$ cat src/rtl/msbbp_pkg.sv
// ----------------------------------------------------------------------------
// msbbp_pkg
// Types and constants shared by the MSB-first bit packer modules.
// ----------------------------------------------------------------------------
`default_nettype none

package msbbp_pkg;

   localparam int MAX_FIELD_BITS = 32;
   localparam int FIELD_W        = 32;
   localparam int COUNT_W        = 6;
   localparam int BYTE_W         = 8;
   localparam int POS_W          = 3;
   localparam int ACC_W          = FIELD_W + BYTE_W;
   localparam int LEFT_W         = 3;
   localparam int QUEUE_DEPTH    = 2;
   localparam int QPTR_W         = $clog2(QUEUE_DEPTH);
   localparam int QCNT_W         = QPTR_W + 1;

   typedef enum logic {
      OP_APPEND = 1'b0,
      OP_ALIGN  = 1'b1
   } op_type;

   typedef struct packed {
      op_type               operation;
      logic [FIELD_W-1:0]   value;
      logic [COUNT_W-1:0]   bit_count;
   } req_type;

   typedef struct packed {
      logic [BYTE_W-1:0]    out_byte;
      logic                 last;
   } rsp_type;

   // A classified item: field bits left-justified, clamped bit count.
   typedef struct packed {
      logic                 align;
      logic [COUNT_W-1:0]   bits;
      logic [FIELD_W-1:0]   field;
   } cmd_type;

   typedef struct packed {
      logic                 full;
      logic                 empty;
   } queue_stat_type;

   typedef enum logic {
      BK_IDLE = 1'b0,
      BK_EMIT = 1'b1
   } back_state_type;

endpackage

`default_nettype wire

$ cat src/rtl/msb_first_bit_packer.sv
// ----------------------------------------------------------------------------
// msb_first_bit_packer
// Packs variable-length fields MSB first into a byte stream.
// ----------------------------------------------------------------------------
//   Channel   Direction   Beat                       Handshake
//   req_      in          operation, value, count    req_valid / req_ready
//   rsp_      out         out_byte, last             rsp_valid / rsp_ready
//
// The back unit first merges an item with the partial byte, then sends each
// completed byte out of its shift register, one byte per cycle while the
// output register is free to take it.
// Reset clears the queue, the partial byte, the bit position and rsp_valid.
// While rsp_ready is low the output register holds; the two-entry queue
// keeps taking request beats until it fills.
// ----------------------------------------------------------------------------
`default_nettype none

module msb_first_bit_packer import msbbp_pkg::*; (
   input  wire logic    clock,
   input  wire logic    reset,
   input  wire logic    req_valid,
   output logic         req_ready,
   input  wire req_type req_data,
   output logic         rsp_valid,
   input  wire logic    rsp_ready,
   output rsp_type      rsp_data
);

   queue_stat_type   q_stat;
   cmd_type          front_cmd;
   cmd_type          head_cmd;
   logic             push;
   logic             pop;

   msbbp_front u_front (
      .req_valid (req_valid),
      .req_ready (req_ready),
      .req_data  (req_data),
      .q_stat    (q_stat),
      .push      (push),
      .cmd       (front_cmd)
   );

   msbbp_queue u_queue (
      .clock    (clock),
      .reset    (reset),
      .push     (push),
      .push_cmd (front_cmd),
      .pop      (pop),
      .head_cmd (head_cmd),
      .q_stat   (q_stat)
   );

   msbbp_back u_back (
      .clock     (clock),
      .reset     (reset),
      .cmd       (head_cmd),
      .q_stat    (q_stat),
      .pop       (pop),
      .rsp_valid (rsp_valid),
      .rsp_ready (rsp_ready),
      .rsp_data  (rsp_data)
   );

endmodule

`default_nettype wire

$ cat src/rtl/msbbp_front.sv
// ----------------------------------------------------------------------------
// msbbp_front
// Accepts request beats, clamps the bit count and left-justifies the field.
// ----------------------------------------------------------------------------
`default_nettype none

module msbbp_front import msbbp_pkg::*; (
   input  wire logic           req_valid,
   output logic                req_ready,
   input  wire req_type        req_data,
   input  wire queue_stat_type q_stat,
   output logic                push,
   output cmd_type             cmd
);

   logic [COUNT_W-1:0] clamped;
   logic [COUNT_W-1:0] shamt;

   assign req_ready = !q_stat.full;
   assign push      = req_valid && !q_stat.full;

   always_comb begin
      if (req_data.bit_count > COUNT_W'(MAX_FIELD_BITS)) begin
         clamped = COUNT_W'(MAX_FIELD_BITS);
      end else begin
         clamped = req_data.bit_count;
      end
      shamt = COUNT_W'(FIELD_W) - clamped;

      cmd.align = (req_data.operation == OP_ALIGN);
      if (cmd.align) begin
         cmd.bits  = '0;
         cmd.field = '0;
      end else begin
         // Shifting left drops the value bits above the count.
         cmd.bits  = clamped;
         cmd.field = req_data.value << shamt;
      end
   end

endmodule

`default_nettype wire

$ cat src/rtl/msbbp_queue.sv
// ----------------------------------------------------------------------------
// msbbp_queue
// Short command queue between the front and the back.
// ----------------------------------------------------------------------------
`default_nettype none

module msbbp_queue import msbbp_pkg::*; (
   input  wire logic           clock,
   input  wire logic           reset,
   input  wire logic           push,
   input  wire cmd_type        push_cmd,
   input  wire logic           pop,
   output cmd_type             head_cmd,
   output queue_stat_type      q_stat
);

   cmd_type             entry_ff [QUEUE_DEPTH];
   logic [QPTR_W-1:0]   wr_ptr_ff, wr_ptr_in;
   logic [QPTR_W-1:0]   rd_ptr_ff, rd_ptr_in;
   logic [QCNT_W-1:0]   cnt_ff, cnt_in;
   logic                do_push;
   logic                do_pop;

   assign q_stat.full  = (cnt_ff == QCNT_W'(QUEUE_DEPTH));
   assign q_stat.empty = (cnt_ff == '0);
   assign head_cmd     = entry_ff[rd_ptr_ff];
   assign do_push      = push && !q_stat.full;
   assign do_pop       = pop && !q_stat.empty;

   always_comb begin
      wr_ptr_in = wr_ptr_ff;
      rd_ptr_in = rd_ptr_ff;
      cnt_in    = cnt_ff;
      if (do_push) begin
         wr_ptr_in = (wr_ptr_ff == QPTR_W'(QUEUE_DEPTH - 1)) ? '0 : wr_ptr_ff + 1'b1;
      end
      if (do_pop) begin
         rd_ptr_in = (rd_ptr_ff == QPTR_W'(QUEUE_DEPTH - 1)) ? '0 : rd_ptr_ff + 1'b1;
      end
      if (do_push && !do_pop) begin
         cnt_in = cnt_ff + 1'b1;
      end else if (do_pop && !do_push) begin
         cnt_in = cnt_ff - 1'b1;
      end
   end

   always_ff @(posedge clock) begin
      if (reset) begin
         wr_ptr_ff <= '0;
         rd_ptr_ff <= '0;
         cnt_ff    <= '0;
      end else begin
         wr_ptr_ff <= wr_ptr_in;
         rd_ptr_ff <= rd_ptr_in;
         cnt_ff    <= cnt_in;
      end
   end

   always_ff @(posedge clock) begin
      if (do_push) begin
         entry_ff[wr_ptr_ff] <= push_cmd;
      end
   end

endmodule

`default_nettype wire

$ cat src/rtl/msbbp_back.sv
// ----------------------------------------------------------------------------
// msbbp_back
// Merges commands into the partial byte and sends completed bytes out.
// ----------------------------------------------------------------------------
`default_nettype none

module msbbp_back import msbbp_pkg::*; (
   input  wire logic           clock,
   input  wire logic           reset,
   input  wire cmd_type        cmd,
   input  wire queue_stat_type q_stat,
   output logic                pop,
   output logic                rsp_valid,
   input  wire logic           rsp_ready,
   output rsp_type             rsp_data
);

   back_state_type      state_ff, state_in;
   logic [BYTE_W-1:0]   partial_ff;
   logic [POS_W-1:0]    pos_ff;
   logic [ACC_W-1:0]    acc_ff;
   logic [LEFT_W-1:0]   left_ff;
   logic                rsp_valid_ff;
   rsp_type             rsp_data_ff;

   logic [POS_W-1:0]    pad;
   logic [COUNT_W-1:0]  n_eff;
   logic [COUNT_W-1:0]  total;
   logic [LEFT_W-1:0]   nbytes;
   logic [ACC_W-1:0]    acc_new;
   logic [ACC_W-1:0]    acc_rem;
   logic                out_free;
   logic                emit;

   // An align is an append of zero bits up to the next byte boundary.
   always_comb begin
      pad     = POS_W'(0) - pos_ff;
      n_eff   = cmd.align ? COUNT_W'(pad) : cmd.bits;
      total   = COUNT_W'(pos_ff) + n_eff;
      nbytes  = total[COUNT_W-1:POS_W];
      acc_new = {partial_ff, {FIELD_W{1'b0}}} | ({cmd.field, {BYTE_W{1'b0}}} >> pos_ff);
      acc_rem = acc_new << {nbytes, {POS_W{1'b0}}};
   end

   assign out_free = !rsp_valid_ff || rsp_ready;

   always_comb begin
      state_in = state_ff;
      unique case (state_ff)
         BK_IDLE: begin
            if (!q_stat.empty && (nbytes != '0)) begin
               state_in = BK_EMIT;
            end
         end
         BK_EMIT: begin
            if (out_free && (left_ff == LEFT_W'(1))) begin
               state_in = BK_IDLE;
            end
         end
         default: state_in = BK_IDLE;
      endcase
   end

   always_comb begin
      pop  = 1'b0;
      emit = 1'b0;
      unique case (state_ff)
         BK_IDLE: pop  = !q_stat.empty;
         BK_EMIT: emit = out_free;
         default: begin
            pop  = 1'b0;
            emit = 1'b0;
         end
      endcase
   end

   always_ff @(posedge clock) begin
      if (reset) begin
         state_ff     <= BK_IDLE;
         partial_ff   <= '0;
         pos_ff       <= '0;
         rsp_valid_ff <= 1'b0;
      end else begin
         state_ff <= state_in;
         if (pop) begin
            partial_ff <= acc_rem[ACC_W-1 -: BYTE_W];
            pos_ff     <= total[POS_W-1:0];
         end
         if (emit) begin
            rsp_valid_ff <= 1'b1;
         end else if (rsp_ready) begin
            rsp_valid_ff <= 1'b0;
         end
      end
   end

   always_ff @(posedge clock) begin
      if (pop) begin
         acc_ff  <= acc_new;
         left_ff <= nbytes;
      end else if (emit) begin
         acc_ff  <= acc_ff << BYTE_W;
         left_ff <= left_ff - 1'b1;
      end
      if (emit) begin
         rsp_data_ff.out_byte <= acc_ff[ACC_W-1 -: BYTE_W];
         rsp_data_ff.last     <= (left_ff == LEFT_W'(1));
      end
   end

   assign rsp_valid = rsp_valid_ff;
   assign rsp_data  = rsp_data_ff;

endmodule

`default_nettype wire

$ cat config.mk
export PLATFORM = sky130hd
export DESIGN_NAME = msb_first_bit_packer
export DESIGN_NICKNAME = d
export VERILOG_FILES = /design/src/rtl/msbbp_pkg.sv /design/src/rtl/msb_first_bit_packer.sv /design/src/rtl/msbbp_front.sv /design/src/rtl/msbbp_queue.sv /design/src/rtl/msbbp_back.sv
export SDC_FILE = /design/constraint.sdc
export NUM_CORES = 1
export LEC_CHECK = 0
export BUFFER_PORTS_ARGS = -buffer_cell sky130_fd_sc_hd__buf_2
export CAP_MARGIN = 40
export CORE_MARGIN = 4
export CORE_UTILIZATION = 50
export CTS_CLUSTER_DIAMETER = 150
export DETAILED_ROUTE_END_ITERATION = 7
export HOLD_SLACK_MARGIN = 0.06
export MAX_ROUTING_LAYER = met4
export PLACE_DENSITY_LB_ADDON = 0.25
export REMOVE_ABC_BUFFERS = 1
export SLEW_MARGIN = 30
export SYNTH_ARGS = -nofsm -noshare
export SYNTH_HDL_FRONTEND = slang
export SYNTH_SLANG_ARGS = --single-unit
$ cat constraint.sdc
create_clock -name clock -period 11.4 [get_ports clock]
set_input_delay 2.85 -clock clock [delete_from_list [all_inputs] [get_ports clock]]
set_output_delay 2.85 -clock clock [all_outputs]
set_load 0.1 [all_outputs]
[Word-level counts from Yosys, hierarchy flattened]
Memory sizes are Yosys's and may differ from the RTL's. A register that Yosys moved wholly into a read port is not among the register bits.
Cells that the tools add are included.
Cells by class
  bitwise operators: 2
  equality and inequality tests: 2
  $add $sub $neg: 8
  reductions and logical operators: 18
  $lt $le $gt $ge: 1
  multiplexer cells: 22
  shift operators: 3
Operators by type and width (number)
  $mux 40: 2
  $or 40x40->40: 1
  $shl 40x6->40: 1
  $shr 40x3->40: 1
  $mux 38: 1
  $shl 32x6->32: 1
  $mux 1: 12
  $mux 6: 2
  $logic_and 1x1->1: 7
  $add 3x6->6: 1
  $gt 6x6->1 const B: 1
  $mux 3: 2
  $reduce_bool 2->1: 3
  $sub 6x6->6 const A: 1
  $logic_not 1->1: 5
  $mux 2: 2
  $eq 3x1->1 const B: 1
  $reduce_bool 3->1: 1
  $sub 1x3->3 const A: 1
  $sub 3x1->3 const B: 1
  $add 1x1->1 const B: 2
  $add 2x1->2 const B: 1
  $eq 2x2->1 const B: 1
  $logic_not 2->1: 1
  4 further kinds: 4
Storage, ports and cells
  output and inout port bits: 11
  memories kept: 1
  input bits: 43
  bits in registers: 69
  bits in writable memories: 78
  logic and storage cells: 68
Memories
  u_queue.entry_ff: words 2, width 39, rd ports 1, clocked after memory_dff 1, wr ports 1, RTL line msbbp_queue.sv:17  | cmd_type entry_ff [QUEUE_DEPTH];

[Depth between registers and ports, before layout]
Gate-level depths: netlist of run 1.
  depth after elaboration: 8
  depth in mapped cells: 16
  depth with buffers taken out: 12

[Hierarchy]
From an unflattened synthesis of run 1, not the netlist that was laid out.
Second synthesis, totals
  cells, all modules: 836
  area total of the unflattened synthesis: 9439.1 um2
Modules (own cells, without submodules)
  msbbp_back: area an instance 4406.7 um2, seq. area each 1791.7 um2, times used 1, cells an instance 427
  msbbp_queue: area an instance 3024.2 um2, seq. area each 2442.3 um2, times used 1, cells an instance 146
  msbbp_front: area an instance 2008.2 um2, seq. area each 0.0 um2, times used 1, cells an instance 263

[Worst setup path after synthesis of run 1]
OpenSTA, ideal clock, no wires.
  kind: input port to flip-flop
  start point: input port req_data[0] (netlist name)
  end point: memory u_queue.entry_ff[0][31] (netlist name), data pin
  data required time: 11140 ps
  library setup time: 260 ps
  path buffers: 5
  setup slack: 5852 ps
  arrival: 5287 ps
  stages: 11
  cell sequence: nor2b_1 > buf_4 > buf_4 > inv_1 > ha_1 > clkbuf_1 > clkbuf_1 > buf_2 > mux2i_1 > nand2_1 > a32o_1
RTL lines
  from (decl): RTL line msb_first_bit_packer.sv:23  | input wire req_type req_data,
  to (decl): RTL line msbbp_queue.sv:17

==> results by group, run 1 <==
Status
  • Outcome: complete, no violations

Clock tree
  • Sink Count: 147
  • TritonCTS clock tree: done
  • Resized Gates After CTS: 0
  • H-tree depth: 4
  • Clock Latency Late Sink: 0.42 ns
  • TritonCTS buffer count: 17
  • Clock slew seen by the registers of the worst setup and hold paths: 0.06 ns
  • CTS Root Buffer Type: clkbuf_16
  • Clk buf depth: 2
  • Setup repair bufs after CTS: 0
  • Cts hold-fix bufs: 0

Route
  • First DRT Iteration DRCs: 528
  • DR vias: 6,109
  • Pre-Repair DR Iteration Count: 5
  • Number of design rule violations left after detail routing: 0
  • DRT antenna net count: 0
  • Total wirelength of the detailed-routed design: 20,180 um
  • Vias/cell: 6.037
  • DR WL/cell: 19.94 um

Floorplan
  • Die Height: 142.7 um
  • Die area: 20,360 sq um
  • Top-level port count: 54
  • Die W: 142.7 um
  • Count of standard-cell rows: 48
  • Core area: 17,540 sq um
  • Initial standard-cell utilization of the core: 51.73%

Setup path
  • Crit path capture type: flop
  • List of cells traversed by the critical path: buf_2 -> nor2b_4 -> buf_4 -> inv_1 -> ha_1 -> o21bai_1 -> a21o_1 -> a21oi_1 -> nand2_1 -> nor2_1 -> a22o_1
  • Setup CP Type: in2reg
  • Slack of the worst reg-to-reg path: 7.42 ns
  • Crit path buf inv count: 3
  • Worst path top cell family by delay: compound AO/OA/AOI/OAI gates
  • CP arrival: 5.92 ns
  • Endpoint of the lowest-slack register-to-register path: u_back.partial_ff[2]$_SDFFE_PP0P_
  • Slowest Stage Delay on Critical Path: 0.59 ns
  • Maximum fanout along the worst path: 38
  • Logic depth of the worst setup path including buffers: 11
  • WP data required: 11.68 ns
  • Master of the slowest instance on the critical path: a21oi_1
  • Nature of the critical path startpoint: input pin
  • Number of cell instances on the worst register-to-register path: 14

Pwr
  • Sw Share: 38.44%
  • Pwr Total: 2.660 mW
  • Cell leakage power: 3.843 nW
  • Clock share of power: 20.9%
  • Sequential share of power: 33.4%
  • Fraction of power consumed by combinational cells: 45.7%
  • Pwr Density: 262.5 nW/um^2
  • Design internal power: 1.637 mW
  • Peak ir drop on the vdd network: 0.1582 mV
  • Power dissipated by switching net loads: 1.022 mW

Global routing
  • Overall fraction of global-route tracks in use: 21.07%
  • Overall overflow remaining after global route: 0
  • Largest net degree at the start of global routing: 66
  • Vias in the first global route: 6,069
  • Wire length of the first global-routing pass: 32,620 um
  • Initial antenna violation count: 0

Layout
  • Proportion of layout cells with a drive suffix above 1: 25.54%
  • # diodes: 0
  • Syn-to-layout area delta: 11.70%
  • Final net count: 826

Synth
  • Fraction of synthesized cell area in xor and xnor cells: 1.655%
  • Proportion of netlist area held by the largest area contributor: 42.70%
  • Post-synthesis mux area share: 28.12%
  • Number of enable flip-flop cells after synthesis: 129
  • #FFs+latches synth: 147
  • Mean post-synth cell area: 12.28 sq um
  • Post-synthesis share of cell area spent on full adders, half adders and majority gates: 1.324%
  • Biggest area consumer among synthesized cells: edfxtp_1
  • Synth async-reset ratio: 0%
  • Cell area after technology mapping: 9072 sq um
  • Synth Area in Compound Gates: 9.268%
  • Yosys warning count: 0
  • Synthesized-area fraction occupied by and/or/nand/nor cells: 9.544%
  • Synthesized instance count: 739
  • Top cells by area in the synthesized netlist: edfxtp_1 (43%), mux2i_1 (12%), mux4_2 (12%), dfxtp_1 (4.0%), mux2_2 (3.7%)
  • Most instantiated flip-flop cell in the synthesis netlist: edfxtp_1
  • Sequential fraction of the synthesis area: 46.67%
  • Distinct cell type count of the synthesized netlist: 60
  • Largest family of logic cells by synthesized area: multiplexers

Worst hold path
  • Endpoint with the worst hold slack: u_back.rsp_data[5]$_DFFE_PP_
  • Worst hold path depth: 0
  • Path type of the worst min-delay path: reg2reg
  • Worst hold path startpoint: u_back.acc_ff[36]$_DFFE_PP_

Timing
  • Worst slew slack as a fraction of its limit: 47.29%
  • Total count of hold-check failures in the final report: 0
  • RSZ-0062 raised after global routing: false
  • Clk_skew: 0.01116 ns
  • Max-slew violations: 0
  • Clock period minus final worst setup slack: 5.638 ns
  • Number of failing setup endpoints in the final timing report: 0
  • Total negative slack for setup checks: 0 ns
  • FMAX: 177.4 MHz
  • Part of the cycle the worst path needs: 49.46%
  • Slew @ Worst Pin: 0.7878 ns

Run
  • Max-cap check violation count: 0

Placed design
  • PortBufs: 53
  • Final HPWL DP: 14,920 um
  • Placer Congestion: 0.9805
-- sequential cells by signal, summed over array words and instances (netlist names), 2 cells and up, named ones only --
name and count:
u_queue.entry_ff 78, u_back.acc_ff 39, u_back.rsp_data 9, u_back.partial_ff 8
u_back.left_ff 3, u_back.pos_ff 3, u_queue.cnt_ff 2
-- kinds of logic after synthesis --
group	after synthesis
mux	192
buf+inv	64
simple gates	191
fa+ha+maj	9
compound gates	124
xor+xnor	12
flops	147
-- metrics by stage --
| step | instance area, sq um | worst slack (ns) | hold WS (ns) | cells | utilization [%] |
|---|---|---|---|---|---|
| floorplan | 8811 | 3.026 | 0.4003 | 688 | - |
| global placement | 9459 | 5.297 | 0.4019 | 976 | 53.94 |
| detailed placement | 9507 | 5.161 | 0.4071 | 978 | 54.21 |
| CTS | 10100 | 5.604 | 0.4212 | 1010 | 57.62 |
| global route | 10130 | 5.561 | 0.4243 | 1012 | 57.78 |
| finish | 10130 | 5.762 | 0.4188 | 1012 | 57.78 |
-- cells in the mapped netlist (8+ instances only) --
cell	n
a21oi_1	30
a22oi_1	8
a32o_1	8
and2_1	11
buf_2	11
clkbuf_1	29
dfxtp_1	18
edfxtp_1	129
ha_1	8
inv_1	11
mux2_2	30
mux2i_1	112
mux4_2	47
nand2_1	84
nand2b_1	8
nor2_1	47
o21ai_0	34
-- cells in the final DEF (no fill, tap or decap), types with 30 or more instances in the layout --
cell      Yosys  routed
nand2_1      84      84
o21ai_0      34      34
mux4_2       47      47
a21oi_1      30      30
buf_2        11      53
edfxtp_1    129     129
mux2i_1     112     112
nor2_1       47      45
mux2_2       30      30
-- routing by layer --
layer	up-vias	global-route usage (%)	wire, um
met5	-	-	0
met4	0	7.304	512
met3	33	3.617	842
met2	190	33.38	9855
met1	2984	27.64	8972
li1	2902	-	-
-- final cells by class --
type | instances | area (sq um)
Tap cell | 225 | 281.5
Sequential cell | 147 | 4235
Inverter | 13 | 48.80
Timing Repair Buffer | 67 | 414.1
Clock buffer | 21 | 470.5
Fill cell | 1451 | 7403
Multi-Input combinational cell | 528 | 4556
Clock inverter | 11 | 127.6
-- worst max path at each step --
| stage | startpoint | to | slack, ns |
|---|---|---|---|
| after floorplan | req_data[5] | u_queue.entry_ff[0][24]$_DFFE_PP_ | 3.03 |
| after global placement | req_data[0] | u_queue.entry_ff[0][31]$_DFFE_PP_ | 5.30 |
| after detailed placement | req_data[0] | u_queue.entry_ff[0][31]$_DFFE_PP_ | 5.16 |
| after CTS | req_data[0] | u_queue.entry_ff[0][31]$_DFFE_PP_ | 5.60 |
| after global routing | req_data[0] | u_queue.entry_ff[0][17]$_DFFE_PP_ | 5.56 |
| final | req_data[0] | u_queue.entry_ff[1][19]$_DFFE_PP_ | 5.76 |
-- power by group through the flow --
stage / registers (mW) / logic (mW) / clock network, mW
final: 0.889 / 1.22 / 0.555
after global routing: 0.906 / 1.32 / 0.589
after CTS: 0.890 / 1.21 / 0.563
after detailed placement: 0.900 / 1.20 / 0
after global placement: 0.894 / 1.16 / 0
after floorplan: 0.995 / 0.797 / 0
No activity file was read; power rests on OpenSTA's default activity.
==> run 2: changes to the inputs <==
- ABC_AREA: unset -> 1
- clock period: 11.4 -> 5.6 ns (I/O delays scaled with it)
==> results by group, run 2 <==
Synth
  • Most common cell in the synthesized netlist: nand3_1 (was edfxtp_1)
  • Most instantiated flip-flop cell in the synthesis netlist: edfxtp_1 (unchanged)
  • Synthesized instance count: 1,173 (was 739)
  • Mean post-synth cell area: 7.730 sq um (was 12.28 sq um)
  • Number of enable flip-flop cells after synthesis: 129 (unchanged)
  • Top cells by area in the synthesized netlist: edfxtp_1 (43%), nand3_1 (20%), nand2_1 (12%), dfxtp_1 (4.0%), nor2_1 (3.4%) (was edfxtp_1 (43%), mux2i_1 (12%), mux4_2 (12%), dfxtp_1 (4.0%), mux2_2 (3.7%))
  • Biggest area consumer among synthesized cells: edfxtp_1 (unchanged)
  • Synth async-reset ratio: 0% (unchanged)
  • Distinct cell type count of the synthesized netlist: 37 (was 60)
  • Proportion of netlist area held by the largest area contributor: 42.72% (was 42.70%)
  • Leading cell types by count after synthesis: nand3_1 (369), nand2_1 (292), edfxtp_1 (129) (was edfxtp_1 (129), mux2i_1 (112), nand2_1 (84))
  • Cell area after technology mapping: 9067 sq um (was 9072 sq um)
  • Sequential fraction of the synthesis area: 46.70% (was 46.67%)
  • #FFs+latches synth: 147 (unchanged)
  • Yosys warning count: 0 (unchanged)

Setup path
  • WP data required: 5.77 ns (was 11.68 ns)
  • CP arrival: 4.18 ns (was 5.92 ns)
  • List of cells traversed by the critical path: buf_2 -> nor2_1 -> nand3_1 -> nand2_2 -> o21ai_1 -> nand2_2 -> xor2_4 -> nand3_1 -> nand3_1 -> nand2_1 (was buf_2 -> nor2b_4 -> buf_4 -> inv_1 -> ha_1 -> o21bai_1 -> a21o_1 -> a21oi_1 -> nand2_1 -> nor2_1 -> a22o_1)
  • Maximum fanout along the worst path: 31 (was 38)
  • Slowest Stage Delay on Critical Path: 0.67 ns (was 0.59 ns)
  • Crit path buf inv count: 1 (was 3)
  • Setup CP Type: in2reg (unchanged)
  • Master of the slowest instance on the critical path: xor2_4 (was a21oi_1)
  • Crit path capture type: flop (unchanged)
  • Nature of the critical path startpoint: input pin (unchanged)
  • Worst path top cell family by delay: simple AND/OR/NAND/NOR gates (was compound AO/OA/AOI/OAI gates)
  • Library cell appearing most often on the critical path: nand3_1

Route
  • DR WL/cell: 16.85 um (was 19.94 um)
  • Pre-Repair DR Iteration Count: 5 (unchanged)
  • Vias/cell: 5.810 (was 6.037)
  • DRT antenna net count: 0 (unchanged)
  • First DRT Iteration DRCs: 956 (was 528)
  • Number of design rule violations left after detail routing: 0 (unchanged)
  • Total wirelength of the detailed-routed design: 24,160 um (was 20,180 um)
  • DR vias: 8,331 (was 6,109)

Global routing
  • Overall fraction of global-route tracks in use: 25.30% (was 21.07%)
  • Initial antenna violation count: 0 (unchanged)
  • Wire length of the first global-routing pass: 39,750 um (was 32,620 um)
  • Overall overflow remaining after global route: 0 (unchanged)
  • Vias in the first global route: 7,617 (was 6,069)
  • Largest net degree at the start of global routing: 66 (unchanged)

Worst hold path
  • Path type of the worst min-delay path: reg2reg (unchanged)

Clock tree
  • H-tree depth: 4 (unchanged)
  • TritonCTS clock tree: done (unchanged)
  • Cts hold-fix bufs: 0 (unchanged)
  • TritonCTS buffer count: 17 (unchanged)
  • CTS Root Buffer Type: clkbuf_16 (unchanged)
  • Resized Gates After CTS: 0 (unchanged)
  • Clock Latency Late Sink: 0.44 ns (was 0.42 ns)
  • Clock slew seen by the registers of the worst setup and hold paths: 0.06 ns (about the same)
  • Setup repair bufs after CTS: 0 (unchanged)
  • Clk buf depth: 2 (unchanged)
  • Sink Count: 147 (unchanged)

Timing
  • Number of failing setup endpoints in the final timing report: 0 (unchanged)
  • Final worst hold slack: 0.4174 ns (was 0.4188 ns)
  • Max-slew violations: 0 (unchanged)
  • Total negative slack for setup checks: 0 ns (unchanged)
  • Slew @ Worst Pin: 0.7972 ns (was 0.7878 ns)
  • Clock period minus final worst setup slack: 4.012 ns
  • Worst slew slack as a fraction of its limit: 46.78% (was 47.29%)
  • Total count of hold-check failures in the final report: 0 (unchanged)
  • Clk_skew: 0.009982 ns (was 0.01116 ns)
  • Part of the cycle the worst path needs: 71.65%
  • RSZ-0062 raised after global routing: false (unchanged)
  • FMAX: 249.2 MHz

Placed design
  • Final HPWL DP: 17,230 um (was 14,920 um)
  • Placer Congestion: 0.9890 (was 0.9805)
  • PortBufs: 53 (unchanged)

Status
  • Outcome: complete, no violations (unchanged)

Floorplan
  • Count of standard-cell rows: 48 (unchanged)
  • Initial standard-cell utilization of the core: 51.71% (was 51.73%)
  • Die W: 142.7 um (about the same)
  • Core area: 17,540 sq um (unchanged)
  • Die Height: 142.7 um (about the same)
  • Die area: 20,350 sq um (was 20,360 sq um)
  • Top-level port count: 54 (unchanged)

Layout
  • Flip-flop count of the largest register after layout: 78 (unchanged)
  • Proportion of layout cells with a drive suffix above 1: 11.83% (was 25.54%)
  • Final net count: 1,248 (was 826)
  • Register name with the most flops: u_queue.entry_ff (unchanged)
  • Syn-to-layout area delta: 11.40% (was 11.70%)
  • Leading cell types in the layout, fill and taps excluded: nand3_1 (369), nand2_1 (292), edfxtp_1 (129) (was edfxtp_1 (129), mux2i_1 (112), nand2_1 (84))
  • Leading cell type in the layout, fill and taps excluded: nand3_1 (was edfxtp_1)
  • # diodes: 0 (unchanged)

Pwr
  • Pwr Density: 577.5 nW/um^2 (was 262.5 nW/um^2)
  • Peak ir drop on the vdd network: 0.5703 mV (was 0.1582 mV)
  • Cell leakage power: 4.260 nW (was 3.843 nW)

Run
  • Max-cap check violation count: 0 (unchanged)
run 2: worst paths after layout:
path	from	to	slack, ns	depth (start not counted)
worst min register to register	u_back.acc_ff[39]$_DFFE_PP_	u_back.rsp_data[8]$_DFFE_PP_	0.42	0
worst min-delay path	u_back.acc_ff[39]$_DFFE_PP_	u_back.rsp_data[8]$_DFFE_PP_	0.42	0
worst max register to register	flop	u_back.partial_ff[2]$_SDFFE_PP0P_	2.07	17
worst max-delay path	req_data[0]	u_queue.entry_ff[0][29]$_DFFE_PP_	1.59	10
run 2: layout make-up:
type	count	area, sq um
fill	1616	7436
multi-input combinational	895	4308
sequential	147	4234
clock buffer	20	478.0
timing repair buffer	73	422.9
tap	225	281.5
inverter	62	234.0
clock inverter	12	142.6
run 2: power breakdown:
group / internal [mW] / total, mW / switching (mW)
clock network: 0.714 / 1.18 / 0.466
logic: 0.790 / 2.86 / 2.07
registers: 1.68 / 1.79 / 0.119
run 2: cells by family after synthesis:
kind of cell,synth area share (%)
compound gates,6.348
fa+ha+maj,1.325
buf+inv,6.168
flops,46.70
xor+xnor,1.504
simple gates,37.96
run 2: per-layer routing:
metal	up-vias	part of all wire, %	routed length, um	track usage, %
met5	-	0	0	-
met4	0	3.0	733	9.255
met3	51	6.1	1480	3.282
met2	329	46	11200	38.72
met1	3845	44	10740	34.71
li1	4106	-	-	-
run 2: stage by stage:
| stage | setup slack (ns) | util, % | cell area [sq um] | instances | total power, mW |
|---|---|---|---|---|---|
| finish | 1.588 | 57.60 | 10100 | 1434 | 5.833 |
| global route | 1.424 | 57.60 | 10100 | 1434 | 6.261 |
| CTS | 1.627 | 57.56 | 10090 | 1433 | 5.826 |
| detailed placement | 1.189 | 54.02 | 9473 | 1401 | 4.633 |
| floorplan | 0.5504 | - | 8742 | 1104 | 3.837 |
| global placement | 1.070 | 53.93 | 9458 | 1400 | 4.585 |
run 2: worst register-to-register path: cells and delay by family (launching register included):
kind | cells | cell delay (ns)
AOI/OAI and AO/OA | 4 | 0.70
adders and majority gates | 2 | 0.61
buffers and inverters | 2 | 0.22
DFF | 1 | 0.84
and+or+nand+nor | 9 | 1.04
==> run 3: changes to the inputs <==
- clock period: 5.6 -> 3.2 ns (I/O delays scaled with it)
==> results by group, run 3 (synthesis results as in run 2) <==
Floorplan
  • Top-level port count: 54 (unchanged)
  • Die area: 20,350 sq um (unchanged)
  • Core area: 17,540 sq um (unchanged)
  • Die Height: 142.7 um (unchanged)
  • Initial standard-cell utilization of the core: 51.71% (unchanged)
  • Count of standard-cell rows: 48 (unchanged)
  • Die W: 142.7 um (unchanged)

Layout
  • Combined area of the multi-input logic cells: 4308 sq um (unchanged)
  • Leading cell type in the layout, fill and taps excluded: nand3_1 (unchanged)
  • Register area: 4234 sq um (unchanged)
  • Register name with the most flops: u_queue.entry_ff (unchanged)
  • Proportion of layout cells with a drive suffix above 1: 12.24% (was 11.83%)
  • End-of-flow core utilization: 58.35% (was 57.60%)
  • # diodes: 0 (unchanged)
  • Post-Layout Cell Count: 1,442 (was 1,434)
  • Leading cell types in the layout, fill and taps excluded: nand3_1 (369), nand2_1 (292), edfxtp_1 (129) (unchanged)
  • Final non-filler cell area: 10,230 sq um (was 10,100 sq um)
  • Final net count: 1,256 (was 1,248)
  • Flip-flop count of the largest register after layout: 78 (unchanged)
  • Syn-to-layout area delta: 12.85% (was 11.40%)
  • # fillers: 1,620 (was 1,616)

Route
  • DR WL/cell: 16.29 um (was 16.85 um)
  • DRT antenna net count: 0 (unchanged)
  • DR vias: 8,345 (was 8,331)
  • First DRT Iteration DRCs: 901 (was 956)
  • Number of design rule violations left after detail routing: 0 (unchanged)
  • Total wirelength of the detailed-routed design: 23,490 um (was 24,160 um)
  • Pre-Repair DR Iteration Count: 5 (unchanged)
  • Vias/cell: 5.787 (was 5.810)

Global routing
  • Largest net degree at the start of global routing: 43 (was 66)
  • Vias in the first global route: 7,671 (was 7,617)
  • Initial antenna violation count: 0 (unchanged)
  • Overall overflow remaining after global route: 0 (unchanged)
  • Wire length of the first global-routing pass: 38,930 um (was 39,750 um)
  • Overall fraction of global-route tracks in use: 24.54% (was 25.30%)

Setup path
  • Library cell appearing most often on the critical path: nand2_1 (was nand3_1)
  • Maximum fanout along the worst path: 9 (was 31)
  • Slowest Stage Delay on Critical Path: 0.43 ns (was 0.67 ns)
  • Master of the slowest instance on the critical path: fa_1 (was xor2_4)
  • Nature of the critical path startpoint: flop (was input pin)
  • Setup CP Type: reg2reg (was in2reg)
  • WP data required: 3.51 ns (was 5.77 ns)
  • List of cells traversed by the critical path: o21ai_2 -> nor2_1 -> a31oi_1 -> ha_1 -> inv_1 -> fa_1 -> o21ai_0 -> nand2_1 -> nand2_1 -> nand3_2 -> nand2_2 -> clkinv_2 -> nand3b_1 -> nand2_1 -> a21oi_1 -> nor2_1 (was buf_2 -> nor2_1 -> nand3_1 -> nand2_2 -> o21ai_1 -> nand2_2 -> xor2_4 -> nand3_1 -> nand3_1 -> nand2_1)
  • Crit path buf inv count: 2 (was 1)
  • Crit path capture type: flop (unchanged)
  • CP arrival: 3.25 ns (was 4.18 ns)
  • Worst path top cell family by delay: compound AO/OA/AOI/OAI gates (was simple AND/OR/NAND/NOR gates)

Timing
  • Clk_skew: 0.007945 ns (was 0.009982 ns)
  • Worst Slack Setup Final: 0.2634 ns (was 1.588 ns)
  • FMAX: 340.5 MHz
  • Worst slew slack as a fraction of its limit: 50.34% (was 46.78%)
  • RSZ-0062 raised after global routing: false (unchanged)
  • Clock period minus final worst setup slack: 2.937 ns
  • Total count of hold-check failures in the final report: 0 (unchanged)
  • Max-slew violations: 0 (unchanged)
  • Slew @ Worst Pin: 0.7422 ns (was 0.7972 ns)
  • Part of the cycle the worst path needs: 91.77%
  • Number of failing setup endpoints in the final timing report: 0 (unchanged)

Clock tree
  • TritonCTS clock tree: done (unchanged)
  • Sink Count: 147 (unchanged)
  • Clk buf depth: 2 (unchanged)
  • CTS Root Buffer Type: clkbuf_16 (unchanged)
  • TritonCTS buffer count: 17 (unchanged)
  • Clock Latency Late Sink: 0.42 ns (was 0.44 ns)
  • Clock slew seen by the registers of the worst setup and hold paths: 0.06 ns (about the same)
  • Cts hold-fix bufs: 0 (unchanged)
  • H-tree depth: 4 (unchanged)

Pwr
  • Pwr Total: 10.28 mW (was 5.833 mW)
  • Pwr Density: 1005 nW/um^2 (was 577.5 nW/um^2)
  • Peak ir drop on the vdd network: 0.9041 mV (was 0.5703 mV)
  • Cell leakage power: 4.325 nW (was 4.260 nW)

Status
  • Outcome: complete, no violations (unchanged)

Placed design
  • Final HPWL DP: 17,170 um (was 17,230 um)
  • Placed Area: 9608 sq um (was 9473 sq um)
  • PortBufs: 53 (unchanged)
  • Cell count after placement: 1,410 (was 1,401)
  • Post-Place Worst Slack: 0.2696 ns (was 1.189 ns)
  • Placer Congestion: 0.9449 (was 0.9890)

Worst hold path
  • Path type of the worst min-delay path: reg2reg (unchanged)

Run
  • Max-cap check violation count: 0 (unchanged)
-- run 3: timing repair --
action,4_1_cts,5_1_grt
resized for setup,0,1
setup endpoints to repair,0,1
buffers inserted,0,0
-- run 3: routing by layer --
metal / up-vias / global-route usage, % / share of wire [%]
li1: 4130 / - / -
met1: 3863 / 33.29 / 44
met2: 308 / 38.20 / 48
met3: 44 / 3.215 / 5.6
met4: 0 / 8.504 / 2.3
met5: - / - / 0
-- run 3: power breakdown --
group,internal [mW],leakage (nW),switching [mW]
logic,1.45,2.63,3.64
clock network,1.32,0.304,0.768
registers,2.93,1.40,0.171
-- run 3: final timing paths --
check | slack [ns] | start | to | depth (start not counted)
worst min register to register | 0.42 | u_back.acc_ff[34]$_DFFE_PP_ | u_back.rsp_data[3]$_DFFE_PP_ | 0
worst min-delay path | 0.42 | u_back.acc_ff[34]$_DFFE_PP_ | u_back.rsp_data[3]$_DFFE_PP_ | 0
worst max-delay path | 0.26 | u_queue.entry_ff[0][38]$_DFFE_PP_ | u_back.partial_ff[3]$_SDFFE_PP0P_ | 16
worst max register to register | 0.26 | u_queue.entry_ff[0][38]$_DFFE_PP_ | u_back.partial_ff[3]$_SDFFE_PP0P_ | 16
-- run 3: layout make-up --
| type | count | share of cell area, % |
|---|---|---|
| Sequential cell | 147 | 41.38 |
| Timing Repair Buffer | 81 | 5.380 |
| Tap cell | 225 | 2.751 |
| Clock inverter | 13 | 1.773 |
| Multi-Input combinational cell | 895 | 42.10 |
| Inverter | 62 | 2.287 |
| Clock buffer | 19 | 4.329 |
-- run 3: metrics by stage --
| step | hold WS [ns] | TNS (ns) |
|---|---|---|
| 2_1_floorplan | 0.4003 | -136.43 |
| 3_3_place_gp | 0.4008 | 0 |
| 3_5_place_dp | 0.4110 | 0 |
| 4_1_cts | 0.4258 | 0 |
| 5_1_grt | 0.4287 | 0 |
| 6_report | 0.4235 | 0 |
